File: src/hw/rtl/s1h_pkg.sv
// types, constants and helper functions shared by the sha-1 stream hasher
`timescale 1ns / 1ps

package s1h_pkg;

    // block geometry
    localparam int unsigned BLOCK_BYTES = 64;
    localparam int unsigned POS_W       = 6;
    localparam int unsigned WIN_WORDS   = 16;
    localparam int unsigned HASH_WORDS  = 5;
    localparam int unsigned ROUNDS      = 80;
    localparam int unsigned ROUND_W     = 7;
    localparam int unsigned WIDX_W      = 3;

    localparam logic [POS_W-1:0]   POS_BLOCK_LAST = 6'd63;
    localparam logic [POS_W-1:0]   POS_LEN_FIRST  = 6'd56;
    localparam logic [ROUND_W-1:0] ROUND_LAST     = 7'd79;
    localparam logic [WIDX_W-1:0]  WIDX_LAST      = 3'd4;

    localparam logic [7:0] PAD_MARK = 8'h80;

    // initial chaining words
    localparam logic [31:0] H_INIT [HASH_WORDS] = '{
        32'h67452301, 32'hEFCDAB89, 32'h98BADCFE, 32'h10325476, 32'hC3D2E1F0
    };

    // round constants, one per group of twenty rounds
    localparam logic [31:0] K_GROUP0 = 32'h5A827999;
    localparam logic [31:0] K_GROUP1 = 32'h6ED9EBA1;
    localparam logic [31:0] K_GROUP2 = 32'h8F1BBCDC;
    localparam logic [31:0] K_GROUP3 = 32'hCA62C1D6;

    typedef enum logic [1:0] {
        GRP_CHOOSE,
        GRP_PARITY_A,
        GRP_MAJORITY,
        GRP_PARITY_B
    } s1h_group_t;

    // back-end sequencer states
    typedef enum logic [2:0] {
        ST_IDLE,
        ST_PAD_MARK,
        ST_PAD_ZERO,
        ST_PAD_LEN,
        ST_ROUND,
        ST_ADD,
        ST_EMIT
    } s1h_state_t;

    // one classified item held in the command queue
    typedef struct packed {
        logic [7:0] data;
        logic       has_byte;
        logic       is_end;
    } s1h_cmd_t;

    // front to queue
    typedef struct packed {
        logic     push;
        s1h_cmd_t cmd;
    } s1h_push_t;

    // queue to front and back
    typedef struct packed {
        logic     full;
        logic     not_empty;
        s1h_cmd_t head;
    } s1h_qstat_t;

    function automatic s1h_group_t round_group(input logic [ROUND_W-1:0] t);
        s1h_group_t g;
        if (t < 7'd20)
        begin
            g = GRP_CHOOSE;
        end
        else if (t < 7'd40)
        begin
            g = GRP_PARITY_A;
        end
        else if (t < 7'd60)
        begin
            g = GRP_MAJORITY;
        end
        else
        begin
            g = GRP_PARITY_B;
        end
        return g;
    endfunction

    function automatic logic [31:0] round_k(input s1h_group_t g);
        logic [31:0] k;
        case (g)
            GRP_CHOOSE:   k = K_GROUP0;
            GRP_PARITY_A: k = K_GROUP1;
            GRP_MAJORITY: k = K_GROUP2;
            GRP_PARITY_B: k = K_GROUP3;
            default:      k = K_GROUP0;
        endcase
        return k;
    endfunction

    function automatic logic [31:0] round_f(input s1h_group_t g, input logic [31:0] b,
                                            input logic [31:0] c, input logic [31:0] d);
        logic [31:0] f;
        case (g)
            GRP_CHOOSE:   f = (b & c) | (~b & d);
            GRP_MAJORITY: f = (b & c) | (b & d) | (c & d);
            GRP_PARITY_A: f = b ^ c ^ d;
            GRP_PARITY_B: f = b ^ c ^ d;
            default:      f = b ^ c ^ d;
        endcase
        return f;
    endfunction

endpackage

File: src/hw/rtl/s1h_stream_if.sv
// handshake channels for message bytes and digest words
`timescale 1ns / 1ps

interface s1h_msg_if;
    logic       valid;
    logic       ready;
    logic [7:0] data_byte;
    logic       byte_present;
    logic       end_of_message;

    modport source (output valid, output data_byte, output byte_present,
                    output end_of_message, input ready);
    modport sink   (input valid, input data_byte, input byte_present,
                    input end_of_message, output ready);
endinterface

interface s1h_digest_if;
    logic        valid;
    logic        ready;
    logic [31:0] digest_word;
    logic [2:0]  word_index;
    logic        last_word;

    modport source (output valid, output digest_word, output word_index,
                    output last_word, input ready);
    modport sink   (input valid, input digest_word, input word_index,
                    input last_word, output ready);
endinterface

File: src/hw/rtl/s1h_front.sv
// front end: takes message beats, drops empty ones, forwards commands
`timescale 1ns / 1ps

module s1h_front
    import s1h_pkg::*;
(
    s1h_msg_if.sink     msg,
    input  s1h_qstat_t  qstat,
    output s1h_push_t   qpush
);

    logic beat;
    logic useful;

    // accept whenever the queue has room
    assign msg.ready = ~qstat.full;
    assign beat      = msg.valid & msg.ready;

    // an item with neither a byte nor an end changes nothing
    assign useful = msg.byte_present | msg.end_of_message;

    always_comb
    begin
        qpush.push         = beat & useful;
        qpush.cmd.data     = msg.data_byte;
        qpush.cmd.has_byte = msg.byte_present;
        qpush.cmd.is_end   = msg.end_of_message;
    end

endmodule

File: src/hw/rtl/s1h_cmd_queue.sv
// small command queue between the front and back ends
`timescale 1ns / 1ps

module s1h_cmd_queue
    import s1h_pkg::*;
#(
    parameter int unsigned DEPTH = 4
)
(
    input  logic       clk,
    input  logic       rst_n,
    input  s1h_push_t  qpush,
    input  logic       pop,
    output s1h_qstat_t qstat
);

    localparam int unsigned ADDR_W = (DEPTH > 1) ? $clog2(DEPTH) : 1;
    localparam int unsigned CNT_W  = $clog2(DEPTH + 1);
    localparam logic [ADDR_W-1:0] PTR_LAST = ADDR_W'(DEPTH - 1);
    localparam logic [CNT_W-1:0]  CNT_FULL = CNT_W'(DEPTH);

    s1h_cmd_t          slot_reg [DEPTH];
    logic [ADDR_W-1:0] wr_ptr_reg, wr_ptr_next;
    logic [ADDR_W-1:0] rd_ptr_reg, rd_ptr_next;
    logic [CNT_W-1:0]  count_reg, count_next;
    logic              do_push;
    logic              do_pop;

    assign do_push = qpush.push & (count_reg != CNT_FULL);
    assign do_pop  = pop & (count_reg != '0);

    // pointer and fill count update
    always_comb
    begin
        wr_ptr_next = wr_ptr_reg;
        rd_ptr_next = rd_ptr_reg;
        count_next  = count_reg;
        if (do_push)
        begin
            wr_ptr_next = (wr_ptr_reg == PTR_LAST) ? '0 : wr_ptr_reg + 1'b1;
        end
        if (do_pop)
        begin
            rd_ptr_next = (rd_ptr_reg == PTR_LAST) ? '0 : rd_ptr_reg + 1'b1;
        end
        case ({do_push, do_pop})
            2'b10:   count_next = count_reg + 1'b1;
            2'b01:   count_next = count_reg - 1'b1;
            default: count_next = count_reg;
        endcase
    end

    always_ff @(posedge clk or negedge rst_n)
    begin
        if (!rst_n)
        begin
            wr_ptr_reg <= '0;
            rd_ptr_reg <= '0;
            count_reg  <= '0;
        end
        else
        begin
            wr_ptr_reg <= wr_ptr_next;
            rd_ptr_reg <= rd_ptr_next;
            count_reg  <= count_next;
        end
    end

    // storage
    always_ff @(posedge clk)
    begin
        if (do_push)
        begin
            slot_reg[wr_ptr_reg] <= qpush.cmd;
        end
    end

    always_comb
    begin
        qstat.full      = (count_reg == CNT_FULL);
        qstat.not_empty = (count_reg != '0);
        qstat.head      = slot_reg[rd_ptr_reg];
    end

endmodule

File: src/hw/rtl/s1h_back.sv
// back end: block assembly, padding, 80-round compression and digest output
`timescale 1ns / 1ps

module s1h_back
    import s1h_pkg::*;
(
    input  logic         clk,
    input  logic         rst_n,
    input  s1h_qstat_t   qstat,
    output logic         pop,
    s1h_digest_if.source digest
);

    s1h_state_t          state_reg, state_next;
    s1h_state_t          ret_reg, ret_next;
    logic [POS_W-1:0]    pos_reg;
    logic [63:0]         bit_len_reg;
    logic [ROUND_W-1:0]  round_reg;
    logic [WIDX_W-1:0]   emit_idx_reg;
    logic [31:0]         h_reg [HASH_WORDS];
    logic [31:0]         work_reg [HASH_WORDS];
    logic [31:0]         win_reg [WIN_WORDS];
    logic [23:0]         acc_reg;
    logic                out_valid_reg;
    logic [31:0]         out_word_reg;
    logic [WIDX_W-1:0]   out_idx_reg;
    logic                out_last_reg;

    logic                insert_en;
    logic [7:0]          insert_byte;
    logic                block_done;
    logic                len_inc;
    logic                round_en;
    logic                add_en;
    logic                out_load;
    logic                restart;
    logic [63:0]         len_shift;
    s1h_group_t          grp;
    logic [31:0]         f_val;
    logic [31:0]         tmp_val;
    logic [31:0]         sched_word;

    // length bytes go out most significant first
    assign len_shift  = bit_len_reg << {pos_reg[2:0], 3'b000};
    assign block_done = (pos_reg == POS_BLOCK_LAST);

    // next state
    always_comb
    begin
        state_next = state_reg;
        ret_next   = ret_reg;
        case (state_reg)
            ST_IDLE:
            begin
                if (qstat.not_empty)
                begin
                    if (qstat.head.has_byte && block_done)
                    begin
                        state_next = ST_ROUND;
                        ret_next   = qstat.head.is_end ? ST_PAD_MARK : ST_IDLE;
                    end
                    else if (qstat.head.is_end)
                    begin
                        state_next = ST_PAD_MARK;
                    end
                end
            end
            ST_PAD_MARK:
            begin
                if (block_done)
                begin
                    state_next = ST_ROUND;
                    ret_next   = ST_PAD_ZERO;
                end
                else
                begin
                    state_next = ST_PAD_ZERO;
                end
            end
            ST_PAD_ZERO:
            begin
                if (pos_reg == POS_LEN_FIRST)
                begin
                    state_next = ST_PAD_LEN;
                end
                else if (block_done)
                begin
                    state_next = ST_ROUND;
                    ret_next   = ST_PAD_ZERO;
                end
            end
            ST_PAD_LEN:
            begin
                if (block_done)
                begin
                    state_next = ST_ROUND;
                    ret_next   = ST_EMIT;
                end
            end
            ST_ROUND:
            begin
                if (round_reg == ROUND_LAST)
                begin
                    state_next = ST_ADD;
                end
            end
            ST_ADD:
            begin
                state_next = ret_reg;
            end
            ST_EMIT:
            begin
                if (out_load && (emit_idx_reg == WIDX_LAST))
                begin
                    state_next = ST_IDLE;
                end
            end
            default:
            begin
                state_next = ST_IDLE;
            end
        endcase
    end

    // control outputs of the sequencer
    always_comb
    begin
        pop         = 1'b0;
        insert_en   = 1'b0;
        insert_byte = 8'h00;
        len_inc     = 1'b0;
        round_en    = 1'b0;
        add_en      = 1'b0;
        out_load    = 1'b0;
        case (state_reg)
            ST_IDLE:
            begin
                pop         = qstat.not_empty;
                insert_en   = qstat.not_empty & qstat.head.has_byte;
                insert_byte = qstat.head.data;
                len_inc     = insert_en;
            end
            ST_PAD_MARK:
            begin
                insert_en   = 1'b1;
                insert_byte = PAD_MARK;
            end
            ST_PAD_ZERO:
            begin
                insert_en   = (pos_reg != POS_LEN_FIRST);
                insert_byte = 8'h00;
            end
            ST_PAD_LEN:
            begin
                insert_en   = 1'b1;
                insert_byte = len_shift[63:56];
            end
            ST_ROUND:
            begin
                round_en = 1'b1;
            end
            ST_ADD:
            begin
                add_en = 1'b1;
            end
            ST_EMIT:
            begin
                out_load = ~out_valid_reg | digest.ready;
            end
            default:
            begin
                pop = 1'b0;
            end
        endcase
    end

    assign restart = out_load & (emit_idx_reg == WIDX_LAST);

    // round function
    assign grp     = round_group(round_reg);
    assign f_val   = round_f(grp, work_reg[1], work_reg[2], work_reg[3]);
    assign tmp_val = {work_reg[0][26:0], work_reg[0][31:27]} + f_val + work_reg[4]
                     + round_k(grp) + win_reg[0];

    // next schedule word from the sliding window
    always_comb
    begin
        sched_word = win_reg[13] ^ win_reg[8] ^ win_reg[2] ^ win_reg[0];
        sched_word = {sched_word[30:0], sched_word[31]};
    end

    // sequencer, counters and chaining words
    always_ff @(posedge clk or negedge rst_n)
    begin
        if (!rst_n)
        begin
            state_reg    <= ST_IDLE;
            ret_reg      <= ST_IDLE;
            pos_reg      <= '0;
            bit_len_reg  <= '0;
            round_reg    <= '0;
            emit_idx_reg <= '0;
            for (int i = 0; i < HASH_WORDS; i++)
            begin
                h_reg[i] <= H_INIT[i];
            end
        end
        else
        begin
            state_reg <= state_next;
            ret_reg   <= ret_next;
            if (insert_en)
            begin
                pos_reg <= pos_reg + 1'b1;
            end
            if (len_inc)
            begin
                bit_len_reg <= bit_len_reg + 64'd8;
            end
            if (round_en)
            begin
                round_reg <= (round_reg == ROUND_LAST) ? '0 : round_reg + 1'b1;
            end
            if (add_en)
            begin
                for (int i = 0; i < HASH_WORDS; i++)
                begin
                    h_reg[i] <= h_reg[i] + work_reg[i];
                end
            end
            if (out_load)
            begin
                emit_idx_reg <= restart ? '0 : emit_idx_reg + 1'b1;
            end
            // back to initial values once the last digest word is loaded
            if (restart)
            begin
                bit_len_reg <= '0;
                pos_reg     <= '0;
                for (int i = 0; i < HASH_WORDS; i++)
                begin
                    h_reg[i] <= H_INIT[i];
                end
            end
        end
    end

    // byte gathering, message schedule window and working variables
    always_ff @(posedge clk)
    begin
        if (insert_en)
        begin
            if (pos_reg[1:0] == 2'b11)
            begin
                for (int i = 0; i < WIN_WORDS - 1; i++)
                begin
                    win_reg[i] <= win_reg[i + 1];
                end
                win_reg[WIN_WORDS-1] <= {acc_reg, insert_byte};
            end
            else
            begin
                acc_reg <= {acc_reg[15:0], insert_byte};
            end
            if (block_done)
            begin
                for (int i = 0; i < HASH_WORDS; i++)
                begin
                    work_reg[i] <= h_reg[i];
                end
            end
        end
        if (round_en)
        begin
            for (int i = 0; i < WIN_WORDS - 1; i++)
            begin
                win_reg[i] <= win_reg[i + 1];
            end
            win_reg[WIN_WORDS-1] <= sched_word;
            work_reg[0] <= tmp_val;
            work_reg[1] <= work_reg[0];
            work_reg[2] <= {work_reg[1][1:0], work_reg[1][31:2]};
            work_reg[3] <= work_reg[2];
            work_reg[4] <= work_reg[3];
        end
    end

    // output register valid
    always_ff @(posedge clk or negedge rst_n)
    begin
        if (!rst_n)
        begin
            out_valid_reg <= 1'b0;
        end
        else if (out_load)
        begin
            out_valid_reg <= 1'b1;
        end
        else if (digest.ready)
        begin
            out_valid_reg <= 1'b0;
        end
    end

    // output register payload
    always_ff @(posedge clk)
    begin
        if (out_load)
        begin
            out_word_reg <= h_reg[emit_idx_reg];
            out_idx_reg  <= emit_idx_reg;
            out_last_reg <= (emit_idx_reg == WIDX_LAST);
        end
    end

    assign digest.valid       = out_valid_reg;
    assign digest.digest_word = out_word_reg;
    assign digest.word_index  = out_idx_reg;
    assign digest.last_word   = out_last_reg;

endmodule

File: src/hw/rtl/sha1_stream_hasher_unit.sv
// SHA-1 stream hasher: one message byte per beat in, five digest words out per message.
// The front end takes a beat in every cycle while the command queue has room and drops
// beats that carry neither a byte nor an end. The back end drains one byte per cycle
// into the block buffer while no compression runs; each full 64-byte block then runs 80
// rounds on one shared round unit and is then folded into the chaining words. At an end
// of message the padding bytes are written one per cycle while no compression runs (up to
// 72), with one or two compressions, and the five digest words leave through an output
// register, one per cycle while the sink is ready. No clearing pass is needed after reset.
`timescale 1ns / 1ps

module sha1_stream_hasher_unit
    import s1h_pkg::*;
#(
    parameter int unsigned QUEUE_DEPTH = 4
)
(
    input  logic         clk,
    input  logic         rst_n,
    s1h_msg_if.sink      msg,
    s1h_digest_if.source digest
);

    s1h_push_t  qpush;
    s1h_qstat_t qstat;
    logic       pop;

    // classify incoming beats
    s1h_front u_front (
        .msg   (msg),
        .qstat (qstat),
        .qpush (qpush)
    );

    // decouple front and back
    s1h_cmd_queue #(
        .DEPTH (QUEUE_DEPTH)
    ) u_queue (
        .clk   (clk),
        .rst_n (rst_n),
        .qpush (qpush),
        .pop   (pop),
        .qstat (qstat)
    );

    // hashing engine
    s1h_back u_back (
        .clk    (clk),
        .rst_n  (rst_n),
        .qstat  (qstat),
        .pop    (pop),
        .digest (digest)
    );

endmodule

File: src/flat_wrapper.sv
// flat-port wrapper written by rule: the top's interface ports become plain ports
module sha1_stream_hasher_unit_flat import s1h_pkg::*;
#(
    parameter int unsigned QUEUE_DEPTH = 4
)
  (clk, rst_n, msg_valid, msg_data_byte, msg_byte_present, msg_end_of_message, msg_ready, digest_valid, digest_digest_word, digest_word_index, digest_last_word, digest_ready);
  s1h_msg_if msg_i ();
  s1h_digest_if digest_i ();
  input  logic clk;
  input  logic rst_n;
  input wire logic [$bits(msg_i.valid)-1:0] msg_valid;
  input wire logic [$bits(msg_i.data_byte)-1:0] msg_data_byte;
  input wire logic [$bits(msg_i.byte_present)-1:0] msg_byte_present;
  input wire logic [$bits(msg_i.end_of_message)-1:0] msg_end_of_message;
  output wire logic [$bits(msg_i.ready)-1:0] msg_ready;
  output wire logic [$bits(digest_i.valid)-1:0] digest_valid;
  output wire logic [$bits(digest_i.digest_word)-1:0] digest_digest_word;
  output wire logic [$bits(digest_i.word_index)-1:0] digest_word_index;
  output wire logic [$bits(digest_i.last_word)-1:0] digest_last_word;
  input wire logic [$bits(digest_i.ready)-1:0] digest_ready;
  assign msg_i.valid = msg_valid;
  assign msg_i.data_byte = msg_data_byte;
  assign msg_i.byte_present = msg_byte_present;
  assign msg_i.end_of_message = msg_end_of_message;
  assign msg_ready = msg_i.ready;
  assign digest_valid = digest_i.valid;
  assign digest_digest_word = digest_i.digest_word;
  assign digest_word_index = digest_i.word_index;
  assign digest_last_word = digest_i.last_word;
  assign digest_i.ready = digest_ready;
  sha1_stream_hasher_unit #(.QUEUE_DEPTH(QUEUE_DEPTH)) u_core (.clk(clk), .rst_n(rst_n), .msg(msg_i), .digest(digest_i));
endmodule
File: config.mk
export PLATFORM = sky130hd
export DESIGN_NAME = sha1_stream_hasher_unit_flat
export DESIGN_NICKNAME = d
export VERILOG_FILES = /design/src/hw/rtl/s1h_pkg.sv /design/src/hw/rtl/s1h_stream_if.sv /design/src/hw/rtl/s1h_front.sv /design/src/hw/rtl/s1h_cmd_queue.sv /design/src/hw/rtl/s1h_back.sv /design/src/hw/rtl/sha1_stream_hasher_unit.sv /design/src/flat_wrapper.sv
export SDC_FILE = /design/constraint.sdc
export NUM_CORES = 2
export LEC_CHECK = 0
export BUFFER_PORTS_ARGS = -buffer_cell sky130_fd_sc_hd__buf_2
export CORE_ASPECT_RATIO = 1.75
export CORE_MARGIN = 2
export CORE_UTILIZATION = 58
export CTS_CLUSTER_DIAMETER = 200
export CTS_CLUSTER_SIZE = 30
export DETAILED_ROUTE_END_ITERATION = 7
export GPL_ROUTABILITY_DRIVEN = 0
export PLACE_DENSITY_LB_ADDON = 0.08
export SYNTH_ARGS = -nofsm -noshare
export SYNTH_HDL_FRONTEND = slang
export SYNTH_SLANG_ARGS = --single-unit
export TNS_END_PERCENT = 30
File: constraint.sdc
create_clock -name clk -period 15.15 [get_ports clk]
set_input_delay 0.7575 -clock clk [delete_from_list [all_inputs] [get_ports clk]]
set_output_delay 0.7575 -clock clk [all_outputs]
set_load 0.01 [all_outputs]
==> results.yml <==
status:
  outcome: "finished, final reports clean"
global_routing:
  grt_pass1_wl_mm: 203
  busiest_layer: "met2"
  gr-total-overflow: 0
  grt_use_met3_pct: 2.70
  grt_pass1_vias: 33632
  grt_max_degree: 204
  met2_usage_pct: 51.9
  antenna_found_initial: 0
  grtUsageMet1_pct: 33.5
  globalRouteTotalUtil_pct: 29.7
critical_path:
  path_max_fanout: 37
  crit_top_cell: "inv_1"
  worst_setup_path_end_kind: "flop"
  cp_slowest_cell: "a211oi_1"
  rr_endpoint: "u_core.u_back.work_reg[0][31]"
  start_kind: "flop"
  arrival_ps: 7960
  max_stage_delay_ps: 500
  crit-reg2reg-launch: "u_core.u_back.round_reg[5]"
  r2r_setup_slack_ps: 7560
  reg2reg_depth: 27
  critPathKind: "flop to flop"
  worstPathRequired_ps: 15520
floorplan:
  rows: 145
  ios: 52
  core_sq_um: 88900
  start_util_pct: 58.2
  die_w_microns: 230
  die_h_microns: 399
  dieArea_sq_um: 91800
cells_and_area:
  largest_reg_flops: 512
  antennaDiodeCount: 0
  layout-drive-gt1-share_pct: 7.60
  area.growth.synth_to_final_pct: 5.33
  fillCellCount: 7227
  final_nets: 4670
clocking:
  post_cts_buffers: 0
  clockBufferDepth: 3
  clkTransAtPathRegs_ps: 130
  numCtsBuffers: 40
  tritoncts: "yes"
  clock_sinks: 1023
  clk_latency_ps: 650
  cts_hold_buf: 0
  cts-root-buf: "clkbuf_16"
  cts_resized: 0
  htree_num_levels: 2
logic_synthesis:
  synth-seq-cells: 1023
  synthXorXnorAreaFrac_pct: 5.14
  ys_top_cells_by_area: "edfxtp_1, dfrtp_1, ha_1"
  synth_area_leader_cell: "edfxtp_1"
  post_synth_mux_area_share_pct: 2.83
  yosysUniqueCellTypes: 84
  synth_compound_area_share_pct: 10.5
  synth_edf_count: 772
  synthArstFlopShare_pct: 24.5
  synth_seq_area_share_pct: 57.1
  synth_top_family_by_area: "simple AND/OR/NAND/NOR gates"
  syn_area_per_cell_sq_um: 12.0
  synthAdderAreaFrac_pct: 10.5
  netlist_instances: 4309
  yosysWarnings: 0
  synth_ff_type: "edfxtp_1"
  yosys.area_share.simple_pct: 10.7
  synth.net_count: 4682
  synth_area_sq_um: 51800
  synth.top_cell.area_share_pct: 44.8
sta:
  finalWorstPathRequiredPeriod_ps: 7590
  finalMaxSlewViolations: 0
  hold_ws_ps: 74.7
  finalSetupTns_ps: 0
  setup_violations: 0
  fin_crit_sh_pct: 50.1
  fin_skew_ps: 46.2
  max_slew_margin_pct: 6.63
  rsz0062_at_grt: "no"
  max_freq_ghz: 0.132
  finalHoldViolations: 0
  worst_pin_slew_ps: 1390
placement:
  hpwl_mm: 97.2
  port_buffers: 51
pwr:
  max-vdd-ir-drop_mv: 0.143
  p_leak_nw: 22.3
  powerDensity_nw_per_um2: 81.8
routing:
  drt_iter0_drc: 2427
  wire_per_inst_microns: 24.5
  viasPerCell: 6.07
  dr.pass1.iters: 8
  wl_mm: 135
  vias: 33417
  postRouteAntennaNets: 0
  route.detailed.drc: 0
job:
  maxCapViolations: 0
hold_path:
  hp-class: "input port to asynchronous set/reset pin"
-- area by class of cell --
type / instances / area (sq um) / area share (%)
clock inverter: 3 / 55.1 / 0.101
multi-input combinational: 2866 / 20700 / 37.9
sequential: 1023 / 29600 / 54.2
timing repair buffer: 97 / 648 / 1.19
inverter: 269 / 1010 / 1.85
clock buffer: 70 / 1110 / 2.04
tap: 1176 / 1470 / 2.70
-- critical path: cells and delay by family (launching register included) --
kind	cells	cell delay [ps]
flip-flops	1	450
adder cells (fa/ha/maj)	7	2500
buffers and inverters	7	1270
AO/OA/AOI/OAI	11	2840
XOR/XNOR	1	120
AND/OR/NAND/NOR	1	120
-- through the flow --
step | area (sq um) | utilization [%] | std cells | setup WS (ps) | power [W]
6_report | 54500 | 61.3 | 5504 | 7560 | 0.00446
5_1_grt | 54500 | 61.3 | 5504 | 7190 | 0.00460
4_1_cts | 54500 | 61.3 | 5504 | 7540 | 0.00451
3_5_place_dp | 53400 | 60.0 | 5431 | 7530 | 0.00314
3_3_place_gp | 53400 | 60.0 | 5431 | 7730 | 0.00314
2_1_floorplan | 51800 | - | 4309 | 864 | 0.00311
-- cell usage after synthesis (21+ instances only) --
cell type / n
o31ai_1: 21
nand2_1: 617
a221oi_1: 25
mux4_2: 55
nor3_1: 75
o21ai_0: 298
a31oi_1: 33
ha_1: 233
nand2b_1: 56
edfxtp_1: 772
dfrtp_1: 171
nand3_1: 87
nor2b_1: 25
nor2_1: 216
or3_1: 23
o21a_1: 31
fa_1: 126
a21oi_1: 244
nand4_1: 32
clkbuf_1: 126
a211oi_1: 31
and3_1: 29
a21o_1: 90
dfstp_2: 80
inv_1: 269
xnor2_1: 190
xor2_1: 114
-- cell families (layout without fill, tap and decap cells) --
group | Yosys count | count (layout)
XOR/XNOR | 304 | 304
adder cells (fa/ha/maj) | 360 | 360
buffers and inverters | 420 | 439
AND/OR/NAND/NOR | 1236 | 1236
flip-flops | 1023 | 1023
AO/OA/AOI/OAI | 889 | 889
multiplexers | 77 | 77
-- report_power, final --
part           switching [W]  internal, W
Combinational      0.0000437    0.0000193
Clock               0.000864     0.000518
Sequential         0.0000112      0.00301
-- layout by cell type, fill, tap and decap left out, drive strengths merged, types with 8 or more instances in the layout --
| master | Yosys | routed |
|---|---|---|
| a211o | 10 | 10 |
| a211oi | 31 | 31 |
| a21o | 90 | 90 |
| a21oi | 244 | 244 |
| a221o | 13 | 13 |
| a221oi | 26 | 26 |
| a31o | 8 | 8 |
| a31oi | 33 | 33 |
| and2 | 11 | 11 |
| and3 | 35 | 35 |
| and4 | 9 | 9 |
| buf | 23 | 97 |
| clkbuf | 128 | 70 |
| dfrtp | 171 | 171 |
| dfstp | 80 | 80 |
| edfxtp | 772 | 772 |
| fa | 126 | 126 |
| ha | 233 | 233 |
| inv | 269 | 270 |
| mux2i | 19 | 19 |
| mux4 | 55 | 55 |
| nand2 | 618 | 618 |
| nand2b | 56 | 56 |
| nand3 | 87 | 87 |
| nand3b | 15 | 15 |
| nand4 | 33 | 33 |
| nor2 | 217 | 217 |
| nor2b | 25 | 25 |
| nor3 | 75 | 75 |
| nor3b | 8 | 8 |
| o211ai | 12 | 12 |
| o21a | 31 | 31 |
| o21ai | 299 | 299 |
| o21bai | 19 | 19 |
| o31ai | 21 | 21 |
| or3 | 28 | 28 |
| xnor2 | 190 | 190 |
| xor2 | 114 | 114 |
-- layer usage --
layer / up-vias / part of all wire, %
met5: - / 0
met4: 0 / 9.6
met3: 426 / 4.0
met2: 1031 / 51
met1: 16652 / 36
li1: 15308 / -
-- how the worst max path moves through the flow --
stage,start,end,slack [ps],cells past startpoint
floorplan,u_core.u_back.pos_reg[0],u_core.u_back.win_reg[0][0],860,11
finish,u_core.u_back.round_reg[5],u_core.u_back.work_reg[0][31],7560,27
global route,u_core.u_back.round_reg[5],u_core.u_back.work_reg[0][31],7190,27
global placement,u_core.u_back.round_reg[5],u_core.u_back.work_reg[0][31],7730,27
detailed placement,u_core.u_back.round_reg[5],u_core.u_back.work_reg[0][31],7530,27
CTS,u_core.u_back.round_reg[5],u_core.u_back.work_reg[0][31],7540,27
(Power assumes the default switching activity.)
